[config.mk]
export PLATFORM = sky130hd
export DESIGN_NAME = fractional_frame_deadline_pacer_top_flat
export DESIGN_NICKNAME = d
export VERILOG_FILES = /design/src/design/ffdp_pkg.sv /design/src/design/ffdp_req_if.sv /design/src/design/ffdp_cfg_if.sv /design/src/design/ffdp_rsp_if.sv /design/src/design/ffdp_core.sv /design/src/design/fractional_frame_deadline_pacer_top.sv /design/src/flat_wrapper.sv
export SDC_FILE = /design/constraint.sdc
export NUM_CORES = 2
export LEC_CHECK = 0
export BUFFER_PORTS_ARGS = -buffer_cell sky130_fd_sc_hd__buf_2
export CORE_ASPECT_RATIO = 0.5
export CORE_MARGIN = 8
export CORE_UTILIZATION = 55
export CTS_CLUSTER_DIAMETER = 100
export DETAILED_ROUTE_END_ITERATION = 16
export PLACE_DENSITY = 0.74
export SETUP_SLACK_MARGIN = 0.1
export SLEW_MARGIN = 20
export SYNTH_ARGS = -nofsm -noshare
export SYNTH_HDL_FRONTEND = slang
export SYNTH_HIERARCHICAL = 1
export SYNTH_SLANG_ARGS = --single-unit
[constraint.sdc]
create_clock -name i_clk -period 22.2 [get_ports i_clk]
set_input_delay 0 -clock i_clk [delete_from_list [all_inputs] [get_ports i_clk]]
set_output_delay 0 -clock i_clk [all_outputs]
set_load 0.01 [all_outputs]
[src/design/ffdp_pkg.sv]
// ffdp_pkg: shared types, widths, codes and reset values for the frame deadline pacer.
// No dependencies; compiled first.
package ffdp_pkg;

    localparam int unsigned CATCH_UP_FRAMES_DEF = 8;

    localparam int unsigned OP_W    = 2;
    localparam int unsigned TIME_W  = 63;
    localparam int unsigned CNT_W   = 32;
    localparam int unsigned CFG_W   = 32;
    localparam int unsigned IDX_W   = 2;
    localparam int unsigned DELTA_W = CFG_W + 1;

    localparam logic [CFG_W-1:0]  WHOLE_RST  = 32'd16666666;
    localparam logic [CFG_W-1:0]  REM_RST    = 32'd4000;
    localparam logic [CFG_W-1:0]  DEN_RST    = 32'd6000;
    localparam logic [TIME_W-1:0] TIME_MAX   = {TIME_W{1'b1}};
    localparam logic [CNT_W-1:0]  CNT_MAX    = {CNT_W{1'b1}};

    typedef enum logic [OP_W-1:0] {
        OP_FRAME  = 2'd0,
        OP_RESUME = 2'd1,
        OP_PAUSE  = 2'd2,
        OP_CLEAR  = 2'd3
    } t_opcode;

    typedef enum logic [IDX_W-1:0] {
        REG_WHOLE     = 2'd0,
        REG_REMAINDER = 2'd1,
        REG_DENOM     = 2'd2
    } t_reg_idx;

    typedef struct packed {
        t_opcode           opcode;
        logic [TIME_W-1:0] now;
    } t_item;

    typedef struct packed {
        logic              en;
        logic [IDX_W-1:0]  index;
        logic [CFG_W-1:0]  data;
    } t_cfg_wr;

    typedef struct packed {
        logic              running;
        logic [TIME_W-1:0] next_deadline;
        logic              frame_was_late;
        logic              did_resync;
        logic [CNT_W-1:0]  frames_scheduled;
        logic [CNT_W-1:0]  frames_late;
        logic [CNT_W-1:0]  resync_total;
        logic [TIME_W-1:0] worst_lateness;
    } t_result;

    function automatic logic [CNT_W-1:0] sat_inc(input logic [CNT_W-1:0] v);
        return (v == CNT_MAX) ? v : v + 1'b1;
    endfunction

endpackage

[src/design/ffdp_req_if.sv]
// ffdp_req_if: request channel carrying opcode and timestamp.
// Depends on ffdp_pkg for field widths.
interface ffdp_req_if;
    logic                         valid;
    logic                         ready;
    logic [ffdp_pkg::OP_W-1:0]    opcode;
    logic [ffdp_pkg::TIME_W-1:0]  now;

    modport source(output valid, opcode, now, input ready);
    modport sink(input valid, opcode, now, output ready);
endinterface

[src/design/ffdp_cfg_if.sv]
// ffdp_cfg_if: configuration write channel (register index and write data).
// Depends on ffdp_pkg for field widths.
interface ffdp_cfg_if;
    logic                         valid;
    logic                         ready;
    logic [ffdp_pkg::IDX_W-1:0]   index;
    logic [ffdp_pkg::CFG_W-1:0]   data;

    modport source(output valid, index, data, input ready);
    modport sink(input valid, index, data, output ready);
endinterface

[src/design/ffdp_rsp_if.sv]
// ffdp_rsp_if: result channel with pacing status and metrics.
// Depends on ffdp_pkg for field widths.
interface ffdp_rsp_if;
    logic                         valid;
    logic                         ready;
    logic                         running;
    logic [ffdp_pkg::TIME_W-1:0]  next_deadline;
    logic                         frame_was_late;
    logic                         did_resync;
    logic [ffdp_pkg::CNT_W-1:0]   frames_scheduled;
    logic [ffdp_pkg::CNT_W-1:0]   frames_late;
    logic [ffdp_pkg::CNT_W-1:0]   resync_total;
    logic [ffdp_pkg::TIME_W-1:0]  worst_lateness;

    modport source(output valid, running, next_deadline, frame_was_late, did_resync,
                   frames_scheduled, frames_late, resync_total, worst_lateness,
                   input ready);
    modport sink(input valid, running, next_deadline, frame_was_late, did_resync,
                 frames_scheduled, frames_late, resync_total, worst_lateness,
                 output ready);
endinterface

[src/design/ffdp_core.sv]
// ffdp_core: interval registers, pacing state and the combinational next-state update for one request.
// Depends on ffdp_pkg.
module ffdp_core #(
    parameter int unsigned CATCH_UP_FRAMES = ffdp_pkg::CATCH_UP_FRAMES_DEF
) (
    input  logic              i_clk,
    input  logic              i_rst_n,
    input  ffdp_pkg::t_cfg_wr i_cfg_wr,
    input  logic              i_step,
    input  ffdp_pkg::t_item   i_item,
    output ffdp_pkg::t_result o_result
);
    localparam int unsigned TW = ffdp_pkg::TIME_W;
    localparam int unsigned CW = ffdp_pkg::CFG_W;
    localparam int unsigned NW = ffdp_pkg::CNT_W;
    localparam int unsigned DW = ffdp_pkg::DELTA_W;
    // catch-up threshold: rounded-up interval times frame count
    localparam int unsigned K_W   = DW + $clog2(CATCH_UP_FRAMES) + 1;
    localparam int unsigned THR_W = K_W + 1;

    // interval registers and values derived from them at write time
    logic [CW-1:0]    r_whole, r_rem, r_den, n_whole, n_rem, n_den;
    logic [CW-1:0]    r_gap, n_gap;
    logic             r_rem_nz, n_rem_nz;
    logic [K_W-1:0]   r_ceil_k, n_ceil_k;
    logic [DW-1:0]    r_delta2, n_delta2;
    logic [CW-1:0]    r_acc2, n_acc2;
    logic [DW-1:0]    n_ceil;
    logic             n_bump2;

    // pacing state
    logic             r_pacing, n_pacing;
    logic [TW-1:0]    r_deadline, n_deadline;
    logic [CW-1:0]    r_acc, n_acc;
    logic [NW-1:0]    r_sched, n_sched;
    logic [NW-1:0]    r_late, n_late;
    logic [NW-1:0]    r_resync, n_resync;
    logic [TW-1:0]    r_max_late, n_max_late;

    // datapath
    logic             bump, is_late, is_resync, late_flag, resync_flag;
    logic [DW-1:0]    delta;
    logic [CW-1:0]    acc_step;
    logic [TW:0]      dl_sum, rs_sum, diff;
    logic [TW-1:0]    dl_step, rs_deadline, lateness;
    logic [THR_W-1:0] thr;

    always_comb begin
        n_whole = r_whole;
        n_rem   = r_rem;
        n_den   = r_den;
        if (!i_rst_n) begin
            n_whole = ffdp_pkg::WHOLE_RST;
            n_rem   = ffdp_pkg::REM_RST;
            n_den   = ffdp_pkg::DEN_RST;
        end else if (i_cfg_wr.en) begin
            case (i_cfg_wr.index)
                ffdp_pkg::REG_WHOLE:     n_whole = i_cfg_wr.data;
                ffdp_pkg::REG_REMAINDER: n_rem   = i_cfg_wr.data;
                ffdp_pkg::REG_DENOM:     n_den   = i_cfg_wr.data;
                default: ;
            endcase
        end
        // remainder at or above denominator: gap is zero, every frame gets the extra ns if the remainder is nonzero
        n_gap    = (n_rem >= n_den) ? '0 : n_den - n_rem;
        n_rem_nz = |n_rem;
        n_ceil   = {1'b0, n_whole} + DW'(n_rem_nz);
        n_ceil_k = K_W'(n_ceil) * K_W'(CATCH_UP_FRAMES);
        // one interval step starting from an empty accumulator
        n_bump2  = n_rem_nz && (n_gap == '0);
        n_delta2 = {1'b0, n_whole} + DW'(n_bump2);
        n_acc2   = n_bump2 ? '0 : n_rem;
    end

    always_ff @(posedge i_clk) begin
        r_whole  <= n_whole;
        r_rem    <= n_rem;
        r_den    <= n_den;
        r_gap    <= n_gap;
        r_rem_nz <= n_rem_nz;
        r_ceil_k <= n_ceil_k;
        r_delta2 <= n_delta2;
        r_acc2   <= n_acc2;
    end

    always_comb begin
        bump     = r_rem_nz && (r_acc >= r_gap);
        delta    = {1'b0, r_whole} + DW'(bump);
        acc_step = bump ? r_acc - r_gap : r_acc + r_rem;
        dl_sum   = {1'b0, r_deadline} + (TW+1)'(delta);
        dl_step  = dl_sum[TW] ? ffdp_pkg::TIME_MAX : dl_sum[TW-1:0];

        diff      = {1'b0, i_item.now} - {1'b0, r_deadline};
        lateness  = diff[TW-1:0];
        is_late   = !diff[TW] && (|lateness);
        // deadline still behind by more than the threshold after one step
        thr       = THR_W'(r_ceil_k) + THR_W'(delta);
        is_resync = is_late && (lateness > TW'(thr));

        rs_sum      = {1'b0, i_item.now} + (TW+1)'(r_delta2);
        rs_deadline = rs_sum[TW] ? ffdp_pkg::TIME_MAX : rs_sum[TW-1:0];
    end

    always_comb begin
        n_pacing    = r_pacing;
        n_deadline  = r_deadline;
        n_acc       = r_acc;
        n_sched     = r_sched;
        n_late      = r_late;
        n_resync    = r_resync;
        n_max_late  = r_max_late;
        late_flag   = 1'b0;
        resync_flag = 1'b0;
        if (i_step) begin
            case (i_item.opcode)
                ffdp_pkg::OP_FRAME: begin
                    if (r_pacing) begin
                        n_sched = ffdp_pkg::sat_inc(r_sched);
                        if (is_late) begin
                            late_flag = 1'b1;
                            n_late    = ffdp_pkg::sat_inc(r_late);
                            if (lateness > r_max_late) begin
                                n_max_late = lateness;
                            end
                        end
                        if (is_resync) begin
                            resync_flag = 1'b1;
                            n_resync    = ffdp_pkg::sat_inc(r_resync);
                            n_deadline  = rs_deadline;
                            n_acc       = r_acc2;
                        end else begin
                            n_deadline = dl_step;
                            n_acc      = acc_step;
                        end
                    end
                end
                ffdp_pkg::OP_RESUME: begin
                    n_deadline = i_item.now;
                    n_acc      = '0;
                    n_pacing   = 1'b1;
                end
                ffdp_pkg::OP_PAUSE: begin
                    n_pacing = 1'b0;
                end
                ffdp_pkg::OP_CLEAR: begin
                    n_sched    = '0;
                    n_late     = '0;
                    n_resync   = '0;
                    n_max_late = '0;
                end
                default: ;
            endcase
        end

        o_result.running          = n_pacing;
        o_result.next_deadline    = n_pacing ? n_deadline : '0;
        o_result.frame_was_late   = late_flag;
        o_result.did_resync       = resync_flag;
        o_result.frames_scheduled = n_sched;
        o_result.frames_late      = n_late;
        o_result.resync_total     = n_resync;
        o_result.worst_lateness   = n_max_late;
    end

    always_ff @(posedge i_clk) begin
        if (!i_rst_n) begin
            r_pacing   <= 1'b0;
            r_deadline <= '0;
            r_acc      <= '0;
            r_sched    <= '0;
            r_late     <= '0;
            r_resync   <= '0;
            r_max_late <= '0;
        end else begin
            r_pacing   <= n_pacing;
            r_deadline <= n_deadline;
            r_acc      <= n_acc;
            r_sched    <= n_sched;
            r_late     <= n_late;
            r_resync   <= n_resync;
            r_max_late <= n_max_late;
        end
    end

`ifndef SYNTHESIS
    a_resync_is_late: assert property (@(posedge i_clk) disable iff (!i_rst_n)
        o_result.did_resync |-> o_result.frame_was_late)
        else $error("resync flagged on a frame that was not late");

    a_resync_acc: assert property (@(posedge i_clk) disable iff (!i_rst_n)
        (i_step && resync_flag) |=> (r_acc == $past(r_acc2)))
        else $error("accumulator not restarted on resync");

    a_deadline_fwd: assert property (@(posedge i_clk) disable iff (!i_rst_n)
        (i_step && i_item.opcode == ffdp_pkg::OP_FRAME && r_pacing && !resync_flag)
        |=> (r_deadline >= $past(r_deadline)))
        else $error("deadline moved backward on a frame");

    a_sched_mono: assert property (@(posedge i_clk) disable iff (!i_rst_n)
        !(i_step && i_item.opcode == ffdp_pkg::OP_CLEAR) |=> (r_sched >= $past(r_sched)))
        else $error("scheduled count decreased without a clear");
`endif

endmodule

[src/design/fractional_frame_deadline_pacer_top.sv]
// A request accepted into the input register is processed when the output stage can take it,
// and its result lands in the output register, where the sink sees it until it is taken.
// Throughput: one request per cycle while the sink holds o_rsp ready; the pacing state is updated in one pass.
// Reset (i_rst_n low, synchronous): pacing off, deadline, accumulator and metrics cleared,
// interval registers back to 16666666 + 4000/6000 ns; both pipeline stages emptied.
// Configuration writes are always accepted (ready held high) and take effect on the next cycle.
module fractional_frame_deadline_pacer_top #(
    parameter int unsigned CATCH_UP_FRAMES = ffdp_pkg::CATCH_UP_FRAMES_DEF
) (
    input  logic         i_clk,
    input  logic         i_rst_n,
    ffdp_req_if.sink     i_req,
    ffdp_cfg_if.sink     i_cfg,
    ffdp_rsp_if.source   o_rsp
);
    // Two-stage pipe: input register feeds the core, whose result lands in the output
    // register. The state update happens exactly when an item moves from stage one into
    // stage two, so a stalled output never causes a request to be processed twice.
    logic              r_in_valid;
    ffdp_pkg::t_item   r_in_item;
    logic              r_out_valid;
    ffdp_pkg::t_result r_out;

    logic              advance;   // output stage can take a new result
    logic              step;      // stage one request is processed this cycle
    ffdp_pkg::t_cfg_wr cfg_wr;
    ffdp_pkg::t_result n_result;

    assign advance     = !r_out_valid || o_rsp.ready;
    assign step        = r_in_valid && advance;
    // input stage frees up either when empty or when its request moves on
    assign i_req.ready = !r_in_valid || advance;
    assign i_cfg.ready = 1'b1;

    always_comb begin
        cfg_wr.en    = i_cfg.valid && i_cfg.ready;
        cfg_wr.index = i_cfg.index;
        cfg_wr.data  = i_cfg.data;
    end

    // input register
    always_ff @(posedge i_clk) begin
        if (!i_rst_n) begin
            r_in_valid <= 1'b0;
        end else if (i_req.ready) begin
            r_in_valid <= i_req.valid;
        end
    end

    always_ff @(posedge i_clk) begin
        if (i_req.valid && i_req.ready) begin
            r_in_item.opcode <= ffdp_pkg::t_opcode'(i_req.opcode);
            r_in_item.now    <= i_req.now;
        end
    end

    ffdp_core #(
        .CATCH_UP_FRAMES (CATCH_UP_FRAMES)
    ) u_core (
        .i_clk    (i_clk),
        .i_rst_n  (i_rst_n),
        .i_cfg_wr (cfg_wr),
        .i_step   (step),
        .i_item   (r_in_item),
        .o_result (n_result)
    );

    // output register: holds the result until the sink takes it
    always_ff @(posedge i_clk) begin
        if (!i_rst_n) begin
            r_out_valid <= 1'b0;
        end else if (advance) begin
            r_out_valid <= r_in_valid;
        end
    end

    always_ff @(posedge i_clk) begin
        if (step) begin
            r_out <= n_result;
        end
    end

    assign o_rsp.valid            = r_out_valid;
    assign o_rsp.running          = r_out.running;
    assign o_rsp.next_deadline    = r_out.next_deadline;
    assign o_rsp.frame_was_late   = r_out.frame_was_late;
    assign o_rsp.did_resync       = r_out.did_resync;
    assign o_rsp.frames_scheduled = r_out.frames_scheduled;
    assign o_rsp.frames_late      = r_out.frames_late;
    assign o_rsp.resync_total     = r_out.resync_total;
    assign o_rsp.worst_lateness   = r_out.worst_lateness;

endmodule
[src/flat_wrapper.sv]
// flat-port wrapper written by rule: the top's interface ports become plain ports
module fractional_frame_deadline_pacer_top_flat 
#(
    parameter int unsigned CATCH_UP_FRAMES = ffdp_pkg::CATCH_UP_FRAMES_DEF
)
  (i_clk, i_rst_n, i_req_valid, i_req_opcode, i_req_now, i_req_ready, i_cfg_valid, i_cfg_index, i_cfg_data, i_cfg_ready, o_rsp_valid, o_rsp_running, o_rsp_next_deadline, o_rsp_frame_was_late, o_rsp_did_resync, o_rsp_frames_scheduled, o_rsp_frames_late, o_rsp_resync_total, o_rsp_worst_lateness, o_rsp_ready);
  ffdp_req_if i_req_i ();
  ffdp_cfg_if i_cfg_i ();
  ffdp_rsp_if o_rsp_i ();
  input  logic i_clk;
  input  logic i_rst_n;
  input wire logic [$bits(i_req_i.valid)-1:0] i_req_valid;
  input wire logic [$bits(i_req_i.opcode)-1:0] i_req_opcode;
  input wire logic [$bits(i_req_i.now)-1:0] i_req_now;
  output wire logic [$bits(i_req_i.ready)-1:0] i_req_ready;
  input wire logic [$bits(i_cfg_i.valid)-1:0] i_cfg_valid;
  input wire logic [$bits(i_cfg_i.index)-1:0] i_cfg_index;
  input wire logic [$bits(i_cfg_i.data)-1:0] i_cfg_data;
  output wire logic [$bits(i_cfg_i.ready)-1:0] i_cfg_ready;
  output wire logic [$bits(o_rsp_i.valid)-1:0] o_rsp_valid;
  output wire logic [$bits(o_rsp_i.running)-1:0] o_rsp_running;
  output wire logic [$bits(o_rsp_i.next_deadline)-1:0] o_rsp_next_deadline;
  output wire logic [$bits(o_rsp_i.frame_was_late)-1:0] o_rsp_frame_was_late;
  output wire logic [$bits(o_rsp_i.did_resync)-1:0] o_rsp_did_resync;
  output wire logic [$bits(o_rsp_i.frames_scheduled)-1:0] o_rsp_frames_scheduled;
  output wire logic [$bits(o_rsp_i.frames_late)-1:0] o_rsp_frames_late;
  output wire logic [$bits(o_rsp_i.resync_total)-1:0] o_rsp_resync_total;
  output wire logic [$bits(o_rsp_i.worst_lateness)-1:0] o_rsp_worst_lateness;
  input wire logic [$bits(o_rsp_i.ready)-1:0] o_rsp_ready;
  assign i_req_i.valid = i_req_valid;
  assign i_req_i.opcode = i_req_opcode;
  assign i_req_i.now = i_req_now;
  assign i_req_ready = i_req_i.ready;
  assign i_cfg_i.valid = i_cfg_valid;
  assign i_cfg_i.index = i_cfg_index;
  assign i_cfg_i.data = i_cfg_data;
  assign i_cfg_ready = i_cfg_i.ready;
  assign o_rsp_valid = o_rsp_i.valid;
  assign o_rsp_running = o_rsp_i.running;
  assign o_rsp_next_deadline = o_rsp_i.next_deadline;
  assign o_rsp_frame_was_late = o_rsp_i.frame_was_late;
  assign o_rsp_did_resync = o_rsp_i.did_resync;
  assign o_rsp_frames_scheduled = o_rsp_i.frames_scheduled;
  assign o_rsp_frames_late = o_rsp_i.frames_late;
  assign o_rsp_resync_total = o_rsp_i.resync_total;
  assign o_rsp_worst_lateness = o_rsp_i.worst_lateness;
  assign o_rsp_i.ready = o_rsp_ready;
  fractional_frame_deadline_pacer_top #(.CATCH_UP_FRAMES(CATCH_UP_FRAMES)) u_core (.i_clk(i_clk), .i_rst_n(i_rst_n), .i_req(i_req_i), .i_cfg(i_cfg_i), .o_rsp(o_rsp_i));
endmodule
# Word level (Yosys, flattened, before mapping)
# Cells that the tools add are included.
[totals]
latch_bits = 0
rom_bits = 0
mem_count = 0
ram_bits = 0
ff_bits = 774
in_bits = 104
[op_classes]
n_bitwise = 0
muxes = 43
multipliers = 0
order_cmp = 4
eq_ne = 9
n_shift = 0
n_div = 0
n_addsub = 13
n_reduce_logical = 19
[op_table]
columns = ["cell", "count"]
rows = [
  ["$mux 32", 24],
  ["$mux 63", 9],
  ["$pmux 32 s2", 4],
  ["$pmux 63 s2", 2],
  ["$add 63x33->64", 2],
  ["$add 32x1->33", 3],
  ["$add 32x1->32 const B", 3],
  ["$eq 32x32->1 const B", 3],
  ["$ge 32x32->1", 2],
  ["$sub 32x32->32", 2],
  ["$sub 63x63->64", 1],
  ["$gt 63x37->1", 1],
  ["$gt 63x63->1", 1],
  ["$reduce_or 63->1", 1],
  ["$add 36x33->37", 1],
  ["$add 32x32->32", 1],
  ["$logic_not 32->1", 1],
  ["$reduce_or 32->1", 1],
  ["$eq 2x2->1 const B", 3],
  ["$logic_and 1x1->1", 6],
  ["$eq 2x1->1 const B", 2],
  ["$logic_not 2->1", 2],
  ["$logic_not 1->1", 3],
  ["$mux 1", 3],
  ["other kinds (6)", 7],
]

# Longest topological paths before layout
[depth]
word_depth = 10
mapped_depth = 51
mapped_depth_nobuf = 47

# Cells and area by module
# Netlist, hierarchy kept.
[modules_own_cells]
columns = ["mod", "area_each_um2", "seq_area_each_um2", "cells_per_inst", "n_inst"]
rows = [
  ["ffdp_core", 38523.2, 9649.3, 5060, 1],
  ["fractional_frame_deadline_pacer_top", 8823.5, 8748.4, 301, 1],
]

# Least setup slack after synthesis
# Ideal clock, no wire load.
[synth_timing]
kind = "register to register"
start = "register u_core.r_out_valid (netlist: u_core/o_rsp.valid)"
end = "register u_core.r_out, in the netlist u_core/o_rsp.next_deadline[30], data pin"
stages_incl_launch_ff = 10
synth_period_minus_slack_ns = 15.196
n_path_buf = 1
required_ns = 21.945
slack_ns = 7.004
arrival_time_ns = 14.942
cell_sequence = "dfxtp_1 nor2b_4 nor2b_1 nand2_1 nor2_1 a21oi_1 clkbuf_1 a22oi_1 o31ai_1 and2_1"
[synth_via]
elab_chain_len = 4
elab_cells_between_ends = 5
classes_between = "mux: 2; reduce/logical: 3"
[synth_lines]
columns = ["element", "line_no", "source"]
rows = [
  ["from (decl)", "fractional_frame_deadline_pacer_top.sv:21", "logic r_out_valid;"],
  ["from (signal assigned)", "fractional_frame_deadline_pacer_top.sv:73", "r_out_valid <= r_in_valid;"],
  ["$logic_not 1->1 (*)", "fractional_frame_deadline_pacer_top.sv:29", "assign advance = !r_out_valid || o_rsp.ready;"],
  ["$logic_or 1x1->1 (*)", "fractional_frame_deadline_pacer_top.sv:29", ""],
  ["$logic_and 1x1->1 (*)", "fractional_frame_deadline_pacer_top.sv:30", "assign step = r_in_valid && advance;"],
  ["via u_core.step", "fractional_frame_deadline_pacer_top.sv:25", "logic step;"],
  ["$mux 63 or $mux 1 (tied branches)", "ffdp_core.sv:114", "if (i_step) begin"],
  ["to (signal assigned)", "fractional_frame_deadline_pacer_top.sv:79", "r_out <= n_result;"],
  ["to (decl)", "fractional_frame_deadline_pacer_top.sv:22", "ffdp_pkg::t_result r_out;"],
]
# Mark *: on every way through the listed nets, which the timed path passes. The rest lies on a longest branch.
# A chain may end at the register's enable or synchronous reset.

# Worst setup path after layout
[layout_timing]
start = "register u_core.u_core.r_acc[0]"
end = "register u_core.r_out, in the netlist u_core/o_rsp.next_deadline[28], data pin"
[layout_via]
elab_chain_len = 10
elab_cells_between_ends = 12
classes_between = "add/sub: 3; order compare: 2; mux: 5; reduce/logical: 2"
[layout_lines]
columns = ["element", "line_no", "source"]
rows = [
  ["from (decl)", "ffdp_core.sv:34", "logic [CW-1:0] r_acc, n_acc;"],
  ["from (signal assigned)", "ffdp_core.sv:177", "r_acc <= n_acc;"],
  ["$ge 32x32->1 (*)", "ffdp_core.sv:87", "bump = r_rem_nz && (r_acc >= r_gap);"],
  ["$logic_and 1x1->1 (*)", "ffdp_core.sv:87", ""],
  ["$add 32x1->33 (*)", "ffdp_core.sv:88", "delta = {1'b0, r_whole} + DW'(bump);"],
  ["$add 36x33->37", "ffdp_core.sv:97", "thr = THR_W'(r_ceil_k) + THR_W'(delta);"],
  ["$gt 63x37->1", "ffdp_core.sv:98", "is_resync = is_late && (lateness > TW'(thr));"],
  ["$logic_and 1x1->1", "ffdp_core.sv:98", ""],
  ["$mux 63 (*)", "ffdp_core.sv:126", "if (is_resync) begin"],
  ["$mux 63 (*)", "ffdp_core.sv:117", "if (r_pacing) begin"],
  ["$pmux 63 s2 (*)", "ffdp_core.sv:115", "case (i_item.opcode)"],
  ["$mux 63 (*)", "ffdp_core.sv:114", ""],
]
# Mark *: on every way between the ends. The rest lies on a longest branch, timed or not.

==> run metrics <==
TritonCTS buffer count 72; RePlAce Congestion 1.051; flip-flop and latch count after synthesis 774; origin of the worst setup path u_core/u_core/r_acc[0]$_SDFFE_PN0P_; worst hold slack 0.03161 ns; biggest cell delay along the critical path 0.89 ns; drt total wl around 160 mm; Area Overhead vs Synth 13.17%; clock input transition at the sequential cells of the worst setup and hold paths 0.07 ns; DR vias 43350; Netlist cell types 101; outcome finished, final reports clean; top_reg_cell synth dfxtp_1; critical path's slowest cell o31ai_1; input/output buffers 330; power density over the cells about 70 nW/um2; endpoint of the worst register-to-register path u_core/o_rsp.next_deadline[28]$_DFFE_PP_; summed instance area of the synthesized netlist 47350 um2; Post-synth ARST share 0%; worst endpoint required time 22.59 ns; count of warnings emitted by yosys 6; Die Footprint 96300 um2; clock tree from TritonCTS done; unrepaired setup endpoints after global routing false; worst-case clock buffer depth 3; cell repeated most along the worst path a21oi_1; Syn Area/Cell about 9 um2; estimated wirelength of the detail-placed design 122.8 mm; relative max-transition margin 25.55%; worst skew pair latency 0.68 ns; Seq/Total Area, Yosys 38.86%; cell depth of the worst flop-to-flop path 47; # rows 76; Worst-Margin Slew 1.113 ns; length of the first detailed-routing pass in iterations 6; final-report setup violation count 0; effective utilization at floorplan between 50% and 60%; reg-to-reg slack, setup 9.38 ns; number of H-tree levels 3; Die Span X 430.9 um; initial antenna violation count 3; DRC violations left 0; share of post-route cells with drive strength above 1 9.998%; clock root buffer clkbuf_16; number of fill cells in the layout between 7000 and 8000; Synth Instances 5361; number of DRC violations after detailed-routing iteration 0 slightly below 5000; Vias per Instance 6.246; clock sink total a little under 800; Achievable Freq around 78 MHz; Final nets 6188; leakage 21.49 nW; Routed Antenna Nets 0; number of synthesized flops with an enable pin 290; arrival time worst endpoint 13.21 ns; Antenna diodes 0; Routed WL per cell 23.64 um; largest driver fanout on the critical path 73; reg-to-reg startpoint u_core/u_core/r_acc[0]$_SDFFE_PN0P_; cell taking the most area after synthesis dfxtp_1; worst setup skew after layout 0.03509 ns; post-route fraction of the period consumed by the critical path 57.75%; hold path depth 2; Fin. Hold Viols 0; via count of the first global-routing pass roughly 41000; biggest area contributors in the synthesized netlist dfxtp_1 (20%), edfxtp_1 (18%), ha_1 (9.6%); crit path time final about 13 ns; die span in y 223.5 um; number of max-slew violations in the final report 0; overall global routing resource usage roughly 32%; Yosys top cell area share between 20% and 30%; area of the core 85680 um2; kind of capture point of the worst setup path flop; post-synth net total 5837; Crit Path Class flop to flop; io pins ~330; pin count of the biggest net entering global routing around 110; kind of start point of the critical path flop; most common cell in the netlist nor2_1; number of maximum-capacitance constraint violations 0; worst voltage drop across the vdd grid about 0.057 mV; GRT overflow 0; Total Neg Setup Slack 0 ns; wire length of the first global-routing pass between 200 and 250 mm; most common library cells after synthesis nor2_1 (538), dfxtp_1 (484), nand2_1 (467); Worst Setup EP u_core/o_rsp.next_deadline[28]$_DFFE_PP_; Tightest Hold Check Type input pin to flop
metal layers:
| metal | vias up | routed length [um] | track usage, % |
|---|---|---|---|
| li1 | 19990 | - | - |
| met1 | 20730 | 66070 | 41.94 |
| met2 | 2190 | 75370 | 52.87 |
| met3 | 437 | 15070 | 5.830 |
| met4 | 2 | 7583 | 13.73 |
| met5 | - | 13 | 0 |
how the worst min path moves through the flow:
stage | from | endpoint | slack (ns)
2_1_floorplan | i_req_now[0] | u_core/r_in_item[0]$_DFFE_PP_ | 0.1
3_3_place_gp | i_req_now[19] | u_core/r_in_item[19]$_DFFE_PP_ | 0.18
3_5_place_dp | i_req_now[42] | u_core/r_in_item[42]$_DFFE_PP_ | 0.18
4_1_cts | i_req_now[24] | u_core/r_in_item[24]$_DFFE_PP_ | 0.0007
5_1_grt | i_req_now[43] | u_core/r_in_item[43]$_DFFE_PP_ | 0.01
6_report | i_req_now[41] | u_core/r_in_item[41]$_DFFE_PP_ | 0.03
where the power goes:
| part | total, W | internal [W] | leakage (nW) | switching (W) |
|---|---|---|---|---|
| registers | 0.00158 | 0.00153 | 6.61 | 0.0000472 |
| logic | 0.000796 | 0.000291 | 13.7 | 0.000505 |
| clock network | 0.00129 | 0.000691 | 1.16 | 0.000596 |
metrics by stage:
step	area (um2)	setup slack, ns	instances	util, %	power (W)
finish	53580	9.380	6941	62.54	0.003664
CTS	53570	9.792	6941	62.53	0.003658
global route	53580	8.573	6941	62.54	0.003796
global placement	50070	10.22	6695	58.44	0.002351
floorplan	47350	7.004	5361	-	0.002119
detailed placement	50090	9.868	6696	58.46	0.002366
registers in the layout, summed over array words and instances (netlist names), 32 cells and up:
register,cells
u_core/r_in_item,65
u_core/o_rsp.next_deadline,63
u_core/u_core/r_deadline,63
u_core/o_rsp.resync_total,32
u_core/o_rsp.frames_late,32
u_core/u_core/r_acc2,32
u_core/u_core/r_max_late,63
u_core/u_core/r_acc,32
u_core/o_rsp.worst_lateness,63
u_core/u_core/r_delta2,33
u_core/u_core/r_gap,32
u_core/u_core/r_resync,32
u_core/o_rsp.frames_scheduled,32
u_core/u_core/r_rem,32
u_core/u_core/r_sched,32
u_core/u_core/r_den,32
u_core/u_core/r_late,32
u_core/u_core/r_ceil_k,33
u_core/u_core/r_whole,32
cells by family after synthesis:
family | count (synthesis) | share of synthesized area [%]
AO/OA/AOI/OAI | 1288 | 17.89
XOR/XNOR | 429 | 7.936
adder cells (fa/ha/maj) | 372 | 9.942
buffers and inverters | 515 | 4.257
flip-flops | 774 | 38.86
multiplexers | 73 | 1.631
other | 1 | 0.007920
AND/OR/NAND/NOR | 1909 | 19.48
layout by cell type, fill, tap and decap left out, types with 48 or more instances in the layout:
master	synthesis	routed
nand4_1	101	101
dlygate4sd3_1	0	112
clkbuf_16	0	72
and3_1	69	69
nand2_1	467	466
and2_1	131	129
dfxtp_1	484	483
nor4_1	48	48
ha_1	365	365
inv_1	299	299
xnor2_1	267	267
o21a_1	50	49
edfxtp_1	290	290
buf_2	33	329
xor2_1	162	162
a22oi_1	48	48
a21oi_1	348	346
a22o_1	71	71
buf_4	7	48
nor2_1	538	534
a21o_1	140	140
a31oi_1	49	49
nor3_1	173	171
nand3_1	167	167
o21ai_0	226	226
critical path, delay by kind of cell (launching register included):
kind,cells,cell delay (ns)
fa+ha+maj,5,1.53
xor+xnor,2,0.39
simple gates,9,1.08
compound gates,26,7.31
flops,1,0.33
buf+inv,5,1.87
cell type report:
cell class	count	area (um2)	share of cell area (%)
multi-input combinational	4072	27050	50.49
sequential	774	18400	34.34
timing repair buffer	491	3168	5.912
clock buffer	97	1956	3.650
tap	1170	1464	2.732
inverter	301	1132	2.113
clock inverter	36	411.6	0.7682
what timing repair did:
| item | in CTS | in global routing |
|---|---|---|
| resized for setup | 0 | 0 |
| buffers inserted | 0 | 0 |
| hold endpoints to repair | 262 | 0 |
| setup endpoints to repair | 0 | 0 |
| hold buffers | 112 | 0 |
(Power assumes the default switching activity.)
